[src/rtl/grid_fit_factor_macros.svh]
// ----------------------------------------------------------------------------
// grid_fit_factor_macros
// assertion macros shared by the grid fit modules
// ----------------------------------------------------------------------------
`ifndef GRID_FIT_FACTOR_MACROS_SVH
`define GRID_FIT_FACTOR_MACROS_SVH

`ifndef SYNTHESIS

// property checked while reset is released
`define GFF_ASSERT_RST(lbl, clk, rst_n, prop) \
    lbl: assert property (@(posedge clk) disable iff (!(rst_n)) (prop)) \
        else $error("grid_fit_factor assertion failed");

// property checked on every edge, reset included
`define GFF_ASSERT_ALWAYS(lbl, clk, prop) \
    lbl: assert property (@(posedge clk) (prop)) \
        else $error("grid_fit_factor assertion failed");

`else

`define GFF_ASSERT_RST(lbl, clk, rst_n, prop)
`define GFF_ASSERT_ALWAYS(lbl, clk, prop)

`endif

`endif

[src/rtl/gff_pkg.sv]
// ----------------------------------------------------------------------------
// gff_pkg
// types and constants shared by the grid fit controller and datapath
// ----------------------------------------------------------------------------
`timescale 1ns / 1ps

package gff_pkg;

    localparam int GFF_COUNT_BITS = 16;
    localparam int GFF_FIELD_W    = 16;
    localparam logic [31:0] GFF_SMALL_LIMIT = 32'd20;

    // where the result word takes its columns and rows from
    typedef enum logic [1:0] {
        RES_SAME,
        RES_DIV,
        RES_SMALL,
        RES_CEIL
    } t_res_sel;

    typedef struct packed {
        logic     load;
        logic     sqrt_start;
        logic     sqrt_step;
        logic     div_start;
        logic     div_scan;
        logic     save_root;
        logic     scan_init;
        logic     scan_next;
        logic     res_load;
        t_res_sel res_sel;
    } t_cmd;

    typedef struct packed {
        logic prod_match;
        logic sqrt_last;
        logic div_done;
        logic rem_zero;
        logic scan_over;
        logic below_limit;
    } t_status;

endpackage

[src/rtl/grid_fit_factor.sv]
// ----------------------------------------------------------------------------
// grid_fit_factor
// fits a near-square grid of columns by rows to an element count
// ----------------------------------------------------------------------------
// One word in gives one word out. A count that already equals columns times
// rows comes back unchanged. Otherwise the block takes an integer square
// root of the count (CW = COUNT_BITS capped at 16) and then runs divisions
// on a shared restoring divider: one by the root, then one per candidate
// row count from half to twice the root until one divides exactly. If none
// does, the result is the count by one row for counts below 20, else the
// ceiling of count over root by the root. The next word is taken once the
// block is back in idle; a result waiting in the output register does not
// hold that up.
`timescale 1ns / 1ps

module grid_fit_factor import gff_pkg::*; #(
    parameter int COUNT_BITS = GFF_COUNT_BITS
) (
    input  logic        i_clk,
    input  logic        i_rst_n,
    input  logic        i_s_tvalid,
    output logic        o_s_tready,
    // element_count [15:0], current_cols [31:16], current_rows [47:32]
    input  logic [47:0] i_s_tdata,
    output logic        o_m_tvalid,
    input  logic        i_m_tready,
    // fitted_cols [15:0], fitted_rows [31:16]
    output logic [31:0] o_m_tdata,
    // changed [0]
    output logic [0:0]  o_m_tuser
);

    t_cmd    w_cmd;
    t_status w_status;
    logic [GFF_FIELD_W-1:0] w_cols;
    logic [GFF_FIELD_W-1:0] w_rows;
    logic                   w_chg;

    gff_ctrl u_ctrl (
        .i_clk      (i_clk),
        .i_rst_n    (i_rst_n),
        .i_s_tvalid (i_s_tvalid),
        .o_s_tready (o_s_tready),
        .o_m_tvalid (o_m_tvalid),
        .i_m_tready (i_m_tready),
        .i_status   (w_status),
        .o_cmd      (w_cmd)
    );

    gff_dpath #(
        .COUNT_BITS (COUNT_BITS)
    ) u_dpath (
        .i_clk           (i_clk),
        .i_rst_n         (i_rst_n),
        .i_element_count (i_s_tdata[15:0]),
        .i_current_cols  (i_s_tdata[31:16]),
        .i_current_rows  (i_s_tdata[47:32]),
        .i_cmd           (w_cmd),
        .o_status        (w_status),
        .o_fitted_cols   (w_cols),
        .o_fitted_rows   (w_rows),
        .o_changed       (w_chg)
    );

    assign o_m_tdata = {w_rows, w_cols};
    assign o_m_tuser = w_chg;

endmodule

[src/rtl/gff_div.sv]
// ----------------------------------------------------------------------------
// gff_div
// restoring divider, one quotient bit per cycle
// ----------------------------------------------------------------------------
`timescale 1ns / 1ps
`include "grid_fit_factor_macros.svh"

module gff_div import gff_pkg::*; #(
    parameter int W = GFF_COUNT_BITS
) (
    input  logic         i_clk,
    input  logic         i_rst_n,
    input  logic         i_start,
    input  logic [W-1:0] i_dividend,
    input  logic [W-1:0] i_divisor,
    output logic         o_done,
    output logic [W-1:0] o_quo,
    output logic [W-1:0] o_rem,
    output logic [W-1:0] o_dvs
);

    localparam int CNT_W = $clog2(W + 1);

    logic             r_busy;
    logic             r_done;
    logic [CNT_W-1:0] r_cnt;
    logic [W-1:0]     r_quo;
    logic [W-1:0]     r_rem;
    logic [W-1:0]     r_dvs;

    logic [W:0]       w_shift;
    logic             w_fit;

    assign w_shift = {r_rem, r_quo[W-1]};
    assign w_fit   = w_shift >= {1'b0, r_dvs};

    always_ff @(posedge i_clk) begin
        if (!i_rst_n) begin
            r_busy <= 1'b0;
            r_done <= 1'b0;
            r_cnt  <= '0;
        end else begin
            r_done <= 1'b0;
            if (i_start) begin
                r_busy <= 1'b1;
                r_cnt  <= CNT_W'(W);
            end else if (r_busy) begin
                r_cnt <= r_cnt - CNT_W'(1);
                if (r_cnt == CNT_W'(1)) begin
                    r_busy <= 1'b0;
                    r_done <= 1'b1;
                end
            end
        end
    end

    always_ff @(posedge i_clk) begin
        if (i_start) begin
            r_quo <= i_dividend;
            r_rem <= '0;
            r_dvs <= i_divisor;
        end else if (r_busy) begin
            r_quo <= {r_quo[W-2:0], w_fit};
            r_rem <= w_fit ? W'(w_shift - {1'b0, r_dvs}) : w_shift[W-1:0];
        end
    end

    assign o_done = r_done;
    assign o_quo  = r_quo;
    assign o_rem  = r_rem;
    assign o_dvs  = r_dvs;

    `GFF_ASSERT_RST(a_div_no_restart, i_clk, i_rst_n, i_start |-> !r_busy)
    `GFF_ASSERT_RST(a_div_done_after_busy, i_clk, i_rst_n, r_done |-> $past(r_busy))
    `GFF_ASSERT_RST(a_div_rem_below, i_clk, i_rst_n, r_done |-> (r_rem < r_dvs))

endmodule

[src/rtl/gff_dpath.sv]
// ----------------------------------------------------------------------------
// gff_dpath
// operand registers, product, bit-pair square root, divisor scan and result
// ----------------------------------------------------------------------------
`timescale 1ns / 1ps

module gff_dpath import gff_pkg::*; #(
    parameter int COUNT_BITS = GFF_COUNT_BITS
) (
    input  logic                   i_clk,
    input  logic                   i_rst_n,
    input  logic [GFF_FIELD_W-1:0] i_element_count,
    input  logic [GFF_FIELD_W-1:0] i_current_cols,
    input  logic [GFF_FIELD_W-1:0] i_current_rows,
    input  t_cmd                   i_cmd,
    output t_status                o_status,
    output logic [GFF_FIELD_W-1:0] o_fitted_cols,
    output logic [GFF_FIELD_W-1:0] o_fitted_rows,
    output logic                   o_changed
);

    localparam int CW    = (COUNT_BITS < GFF_FIELD_W) ? COUNT_BITS : GFF_FIELD_W;
    localparam int HALF  = (CW + 1) / 2;
    localparam int SQW   = 2 * HALF;
    localparam int SCW   = $clog2(HALF + 1);
    localparam int RW    = HALF + 2;

    logic [CW-1:0]      r_n;
    logic [CW-1:0]      r_cx;
    logic [CW-1:0]      r_cy;
    logic [2*CW-1:0]    r_prod;

    logic [SQW-1:0]     r_sv;
    logic [SQW-1:0]     r_sr;
    logic [SQW-1:0]     r_sbit;
    logic [SCW-1:0]     r_sq_cnt;

    logic [CW-1:0]      r_ceil;
    logic [RW-1:0]      r_scan;
    logic [RW-1:0]      r_hi;

    logic [GFF_FIELD_W-1:0] r_cols;
    logic [GFF_FIELD_W-1:0] r_rows;
    logic                   r_chg;

    logic [SQW:0]       w_sq_try;
    logic               w_sq_fit;
    logic [CW-1:0]      w_root;
    logic [RW-1:0]      w_root_rw;
    logic [RW-1:0]      w_lo;
    logic [CW-1:0]      w_divisor;
    logic               w_div_done;
    logic [CW-1:0]      w_quo;
    logic [CW-1:0]      w_rem;
    logic [CW-1:0]      w_dvs;

    assign w_sq_try  = (SQW+1)'(r_sr) + (SQW+1)'(r_sbit);
    assign w_sq_fit  = {1'b0, r_sv} >= w_sq_try;

    // root is at least one
    assign w_root    = (r_sr == '0) ? CW'(1) : CW'(r_sr);
    assign w_root_rw = RW'(w_root);
    assign w_lo      = ((w_root_rw >> 1) == '0) ? RW'(1) : (w_root_rw >> 1);
    assign w_divisor = i_cmd.div_scan ? CW'(r_scan) : w_root;

    gff_div #(
        .W (CW)
    ) u_div (
        .i_clk      (i_clk),
        .i_rst_n    (i_rst_n),
        .i_start    (i_cmd.div_start),
        .i_dividend (r_n),
        .i_divisor  (w_divisor),
        .o_done     (w_div_done),
        .o_quo      (w_quo),
        .o_rem      (w_rem),
        .o_dvs      (w_dvs)
    );

    always_ff @(posedge i_clk) begin
        if (i_cmd.load) begin
            r_n  <= i_element_count[CW-1:0];
            r_cx <= i_current_cols[CW-1:0];
            r_cy <= i_current_rows[CW-1:0];
        end
        r_prod <= (2*CW)'(r_cx) * (2*CW)'(r_cy);

        if (i_cmd.sqrt_start) begin
            r_sv     <= SQW'(r_n);
            r_sr     <= '0;
            r_sbit   <= SQW'(1) << (SQW - 2);
            r_sq_cnt <= SCW'(HALF);
        end else if (i_cmd.sqrt_step) begin
            if (w_sq_fit) begin
                r_sv <= r_sv - SQW'(w_sq_try);
                r_sr <= (r_sr >> 1) + r_sbit;
            end else begin
                r_sr <= r_sr >> 1;
            end
            r_sbit   <= r_sbit >> 2;
            r_sq_cnt <= r_sq_cnt - SCW'(1);
        end

        // ceiling of count over root, kept for the fallback
        if (i_cmd.save_root) begin
            r_ceil <= w_quo + CW'(w_rem != '0);
        end

        if (i_cmd.scan_init) begin
            r_scan <= w_lo;
            r_hi   <= w_root_rw << 1;
        end else if (i_cmd.scan_next) begin
            r_scan <= r_scan + RW'(1);
        end

        if (i_cmd.res_load) begin
            unique case (i_cmd.res_sel)
                RES_SAME: begin
                    r_cols <= GFF_FIELD_W'(r_cx);
                    r_rows <= GFF_FIELD_W'(r_cy);
                    r_chg  <= 1'b0;
                end
                RES_DIV: begin
                    r_cols <= GFF_FIELD_W'(w_quo);
                    r_rows <= GFF_FIELD_W'(w_dvs);
                    r_chg  <= 1'b1;
                end
                RES_SMALL: begin
                    r_cols <= GFF_FIELD_W'(r_n);
                    r_rows <= GFF_FIELD_W'(1);
                    r_chg  <= 1'b1;
                end
                RES_CEIL: begin
                    r_cols <= GFF_FIELD_W'(r_ceil);
                    r_rows <= GFF_FIELD_W'(w_root);
                    r_chg  <= 1'b1;
                end
                default: begin
                    r_cols <= GFF_FIELD_W'(r_ceil);
                    r_rows <= GFF_FIELD_W'(w_root);
                    r_chg  <= 1'b1;
                end
            endcase
        end
    end

    assign o_status.prod_match  = (r_prod == (2*CW)'(r_n));
    assign o_status.sqrt_last   = (r_sq_cnt == SCW'(1));
    assign o_status.div_done    = w_div_done;
    assign o_status.rem_zero    = (w_rem == '0);
    assign o_status.scan_over   = (r_scan > r_hi);
    assign o_status.below_limit = (32'(r_n) < GFF_SMALL_LIMIT);

    assign o_fitted_cols = r_cols;
    assign o_fitted_rows = r_rows;
    assign o_changed     = r_chg;

endmodule

[src/rtl/gff_ctrl.sv]
// ----------------------------------------------------------------------------
// gff_ctrl
// sequencer for compare, square root, root check and divisor scan
// ----------------------------------------------------------------------------
`timescale 1ns / 1ps
`include "grid_fit_factor_macros.svh"

module gff_ctrl import gff_pkg::*; (
    input  logic    i_clk,
    input  logic    i_rst_n,
    input  logic    i_s_tvalid,
    output logic    o_s_tready,
    output logic    o_m_tvalid,
    input  logic    i_m_tready,
    input  t_status i_status,
    output t_cmd    o_cmd
);

    typedef enum logic [3:0] {
        S_IDLE,
        S_MUL,
        S_CMP,
        S_SQRT,
        S_ROOT_DIV,
        S_DIV_ROOT,
        S_SCAN_CHK,
        S_DIV_SCAN,
        S_FINISH
    } t_state;

    t_state   r_state;
    t_res_sel r_res_sel;
    logic     r_out_valid;
    logic     w_slot_free;

    assign w_slot_free = !r_out_valid || i_m_tready;

    always_comb begin
        o_cmd         = '0;
        o_cmd.res_sel = r_res_sel;
        unique case (r_state)
            S_IDLE:     o_cmd.load = i_s_tvalid;
            S_MUL:      ;
            S_CMP:      o_cmd.sqrt_start = !i_status.prod_match;
            S_SQRT: begin
                o_cmd.sqrt_step = 1'b1;
            end
            // root is final here, divide the count by it
            S_ROOT_DIV: o_cmd.div_start = 1'b1;
            S_DIV_ROOT: begin
                o_cmd.save_root = i_status.div_done;
                o_cmd.scan_init = i_status.div_done && !i_status.rem_zero;
            end
            S_SCAN_CHK: begin
                o_cmd.div_start = !i_status.scan_over;
                o_cmd.div_scan  = 1'b1;
            end
            S_DIV_SCAN: begin
                o_cmd.scan_next = i_status.div_done && !i_status.rem_zero;
            end
            S_FINISH:   o_cmd.res_load = w_slot_free;
            default:    ;
        endcase
    end

    always_ff @(posedge i_clk) begin
        if (!i_rst_n) begin
            r_state     <= S_IDLE;
            r_res_sel   <= RES_SAME;
            r_out_valid <= 1'b0;
        end else begin
            if (o_cmd.res_load) begin
                r_out_valid <= 1'b1;
            end else if (i_m_tready) begin
                r_out_valid <= 1'b0;
            end

            unique case (r_state)
                S_IDLE: begin
                    if (i_s_tvalid) begin
                        r_state <= S_MUL;
                    end
                end
                S_MUL: begin
                    r_state <= S_CMP;
                end
                S_CMP: begin
                    if (i_status.prod_match) begin
                        r_res_sel <= RES_SAME;
                        r_state   <= S_FINISH;
                    end else begin
                        r_state <= S_SQRT;
                    end
                end
                S_SQRT: begin
                    if (i_status.sqrt_last) begin
                        r_state <= S_ROOT_DIV;
                    end
                end
                S_ROOT_DIV: begin
                    r_state <= S_DIV_ROOT;
                end
                S_DIV_ROOT: begin
                    // divider was started in the cycle before this state
                    if (i_status.div_done) begin
                        if (i_status.rem_zero) begin
                            r_res_sel <= RES_DIV;
                            r_state   <= S_FINISH;
                        end else begin
                            r_state <= S_SCAN_CHK;
                        end
                    end
                end
                S_SCAN_CHK: begin
                    if (i_status.scan_over) begin
                        r_res_sel <= i_status.below_limit ? RES_SMALL : RES_CEIL;
                        r_state   <= S_FINISH;
                    end else begin
                        r_state <= S_DIV_SCAN;
                    end
                end
                S_DIV_SCAN: begin
                    if (i_status.div_done) begin
                        if (i_status.rem_zero) begin
                            r_res_sel <= RES_DIV;
                            r_state   <= S_FINISH;
                        end else begin
                            r_state <= S_SCAN_CHK;
                        end
                    end
                end
                S_FINISH: begin
                    if (w_slot_free) begin
                        r_state <= S_IDLE;
                    end
                end
                default: begin
                    r_state <= S_IDLE;
                end
            endcase
        end
    end

    assign o_s_tready = (r_state == S_IDLE);
    assign o_m_tvalid = r_out_valid;

    `GFF_ASSERT_RST(a_ctrl_load_slot_free, i_clk, i_rst_n,
        o_cmd.res_load |-> (!r_out_valid || i_m_tready))
    `GFF_ASSERT_RST(a_ctrl_no_result_after_accept, i_clk, i_rst_n,
        (i_s_tvalid && o_s_tready) |=> !o_cmd.res_load)
    `GFF_ASSERT_RST(a_ctrl_no_div_in_sqrt, i_clk, i_rst_n,
        (r_state == S_SQRT) |-> !i_status.div_done)
    `GFF_ASSERT_ALWAYS(a_ctrl_no_valid_in_reset, i_clk,
        !i_rst_n |=> !o_m_tvalid)

endmodule
[config.mk]
export PLATFORM = sky130hd
export DESIGN_NAME = grid_fit_factor
export DESIGN_NICKNAME = d
export VERILOG_FILES = /design/src/rtl/gff_pkg.sv /design/src/rtl/grid_fit_factor.sv /design/src/rtl/gff_div.sv /design/src/rtl/gff_dpath.sv /design/src/rtl/gff_ctrl.sv
export VERILOG_INCLUDE_DIRS = /design/src /design/src/rtl
export SDC_FILE = /design/constraint.sdc
export NUM_CORES = 1
export LEC_CHECK = 0
export ABC_AREA = 1
export BUFFER_PORTS_ARGS = -buffer_cell sky130_fd_sc_hd__buf_2
export CAP_MARGIN = 10
export CORE_MARGIN = 5
export CORE_UTILIZATION = 45
export CTS_BUF_LIST = sky130_fd_sc_hd__clkbuf_8 sky130_fd_sc_hd__clkbuf_16
export CTS_CLUSTER_SIZE = 8
export DETAILED_ROUTE_END_ITERATION = 10
export MAX_ROUTING_LAYER = met4
export PLACE_DENSITY = 0.58
export SETUP_SLACK_MARGIN = 0.1
export SYNTH_ARGS = -nofsm -noshare
export SYNTH_HDL_FRONTEND = slang
export SYNTH_SLANG_ARGS = --single-unit
[constraint.sdc]
create_clock -name i_clk -period 15.7 [get_ports i_clk]
set_input_delay 3.14 -clock i_clk [delete_from_list [all_inputs] [get_ports i_clk]]
set_output_delay 3.14 -clock i_clk [all_outputs]
set_load 0.01 [all_outputs]
==> results.cfg <==
[status]
outcome = complete, no violations

[worst_hold_path]
worstHoldPathType = reg2reg

[worst_setup_path]
cp.required_ns = 16.17
slowest_stage = edfxtp_1
arrival_ns = 6.55
critPathLaunchType = flip-flop
crit_chain = nand2_1, fa_1, inv_1, fa_1, inv_1, fa_1, inv_1, fa_1, fa_1, inv_1, fa_1, inv_1, ha_1, nand2_1, inv_1, nand2_1, nor2_1, nand4_1, nand3_1, xor2_1
path_max_fanout = 17
critPathMaxStageDelay_ns = 0.88
path_buf_inv = 6
cp_top_family = adder cells
cp-end-kind = flip-flop
path_class = reg2reg

[synth]
async_reset_ff_share_pct = 0
seq_area_frac_synth_pct = 29.5
syn-num-nets = 3245
ys_seq_elements = 254
synth_edf_count = 164
synth_area_sq_um = 22800
syn_avg_cell_area_sq_um = 8.06
synth-main-ff-cell = edfxtp_1
synth_cell_types = 54
ys_warn_count = 0
syn_inst = 2827

[final_layout]
layout-drive-gt1-share_pct = 7.31
regArea_sq_um = 6730
multi_input_area_sq_um = 13300
final_nets = 3262
final_common_cell = nand2_1
final_area_sq_um = 24700
areaGrowthSynthToFinish_pct = 8.54
final_cell_mix = nand2_1 (745), inv_1 (608), fa_1 (196)
antennaDiodeCount = 0
fillers = 4821

[sta]
fin_tns_setup_ns = 0
fmax_mhz = 164
slew_headroom_pct = 25.3
fin_skew_ns = 0.0229
maxSlewViolCount = 0
layout_min_cycle_time_ns = 6.08
worstMarginPinSlew_ns = 1.12
grt_setup_unrepaired = no
hold_viol = 0
fin_ws_ns = 9.62
post-route-period-util_pct = 38.7
finalSetupViolations = 0

[global_routing]
gr-usage-all-layers_pct = 24.7
antenna_found_initial = 0
gr-total-overflow = 0
grt_pass1_vias = 18800
grt_max_degree = 49
grt_pass1_wl_mm = 106

[detailed_routing]
firstDrtPassIters = 6
vias = 18400
drt_iter0_markers = 1285
routed_wl_mm = 65.9
antenna_left = 0
wl_per_cell_um = 18.6
drc = 0
viasPerCell = 5.20

[clock_network]
holdBufCountCts = 0
clockBufferDepth = 3
cts_tree = yes
cts_buffers = 38
cts_sinks = 254
ctsResizeCount = 0
path_clk_slew_ns = 0.05
cts_max_level = 2
clk_latency_ns = 0.55
cts_setup_buffers = 0
cts_root_buf = clkbuf_16

[floorplanning]
rows = 82
die_w_um = 235
io_pins = 87
initial_core_util_pct = 45.4
core_sq_um = 50200
fp.dieArea_sq_um = 55200
die_h_um = 235

[placement]
gp_congestion = 0.927
port_buffers = 86
placed_area_sq_um = 23600
place_ws_ns = 9.71
dp_hpwl_mm = 52.1

[flow_run]
maxCapViolCount = 0
-- worst reg2reg max path: stages (launching register included) --
cell	delay (ns)
edfxtp_1	0.88
nand2_1	0.18
fa_1	0.57
inv_1	0.05
fa_1	0.50
inv_1	0.05
fa_1	0.49
inv_1	0.06
fa_1	0.57
fa_1	0.57
inv_1	0.06
fa_1	0.53
inv_1	0.04
ha_1	0.36
nand2_1	0.12
inv_1	0.09
nand2_1	0.08
nor2_1	0.29
nand4_1	0.22
nand3_1	0.16
xor2_1	0.15
-- cell usage after synthesis (8+ instances only) --
library cell  number  area [sq um]
nand2_1          745          2800
inv_1            583          2190
fa_1             196          3920
ha_1             170          2130
edfxtp_1         164          4920
nor2_1           150           563
nand3_1          128           641
a21oi_1          100           500
dfxtp_1           90          1800
clkbuf_1          87           327
o21ai_0           87           435
xor2_1            55           482
xnor2_1           34           298
nand4_1           26           163
nor3_1            16          80.1
o2111ai_1         16           140
buf_2             15          75.1
o221ai_1          15           131
o21bai_1          13          97.6
nand2_2           12          75.1
nand3b_1          11          82.6
o21ai_2           11          96.3
a31oi_1            9          56.3
inv_2              9          33.8
buf_6              8          90.1
-- registers in the layout, summed over array words and instances, names as in the netlist, 2 cells and up --
name and flops:
u_dpath.r_prod 32, u_dpath.r_n 16, u_dpath.r_sv 16, u_dpath.r_scan 10, u_dpath.r_ceil 16, u_dpath.o_fitted_rows 16, u_dpath.u_div.o_quo 16, u_dpath.r_sr 16
u_dpath.r_cy 16, u_dpath.u_div.r_cnt 5, u_dpath.o_fitted_cols 16, u_dpath.u_div.o_dvs 16, u_dpath.r_hi 9, u_dpath.r_cx 16, u_dpath.u_div.o_rem 16, u_dpath.r_sq_cnt 4
u_ctrl.r_res_sel 2, u_dpath.r_sbit 8, u_ctrl.r_state 4
-- through the flow --
| step | cells | util, % | hold WS (ns) |
|---|---|---|---|
| after floorplan | 2827 | - | 0.444 |
| after global placement | 3476 | 47.0 | 0.461 |
| after detailed placement | 3476 | 47.0 | 0.468 |
| after CTS | 3544 | 49.3 | 0.475 |
| after global routing | 3544 | 49.3 | 0.491 |
| final | 3544 | 49.3 | 0.474 |
-- kinds of logic (layout without fill, tap and decap cells) --
group,Yosys count,after routing,share of synthesized area (%)
xor gates and xnor gates,89,89,3.42
DFF,254,254,29.5
and+or+nand+nor,1124,1124,20.9
adders and majority gates,366,366,26.6
buffers and inverters,708,753,12.1
AOI/OAI and AO/OA,286,286,7.52
-- layer usage --
metal | share of wire [%] | GRT usage, % | vias up | routed length, um
met4 | 4.5 | 9.82 | 0 | 2970
met3 | 5.4 | 3.10 | 152 | 3560
li1 | - | - | 8825 | -
met2 | 48 | 40.4 | 536 | 31700
met5 | 0 | - | - | 0
met1 | 42 | 31.4 | 8904 | 27700
-- cell type report --
cell class	instances	area share, %
Clock inverter	29	0.678
Multi-Input combinational cell	1865	53.9
Sequential cell	254	27.2
Timing Repair Buffer	92	1.92
Inverter	593	9.01
Tap cell	672	3.40
Clock buffer	39	3.90
-- worst paths after layout --
kind | endpoint | depth (start not counted) | start | slack, ns
max reg2reg | u_dpath.r_prod[21] | 20 | u_dpath.r_cy[9] | 9.62
max | u_dpath.r_prod[21] | 20 | u_dpath.r_cy[9] | 9.62
min reg2reg | u_dpath.u_div.o_rem[15] | 2 | u_dpath.u_div.o_rem[15] | 0.47
min | u_dpath.u_div.o_rem[15] | 2 | u_dpath.u_div.o_rem[15] | 0.47
Power is left out: the tool's default activity adds up to more than one toggle a clock period on the data nets, which glitch-free logic cannot reach.
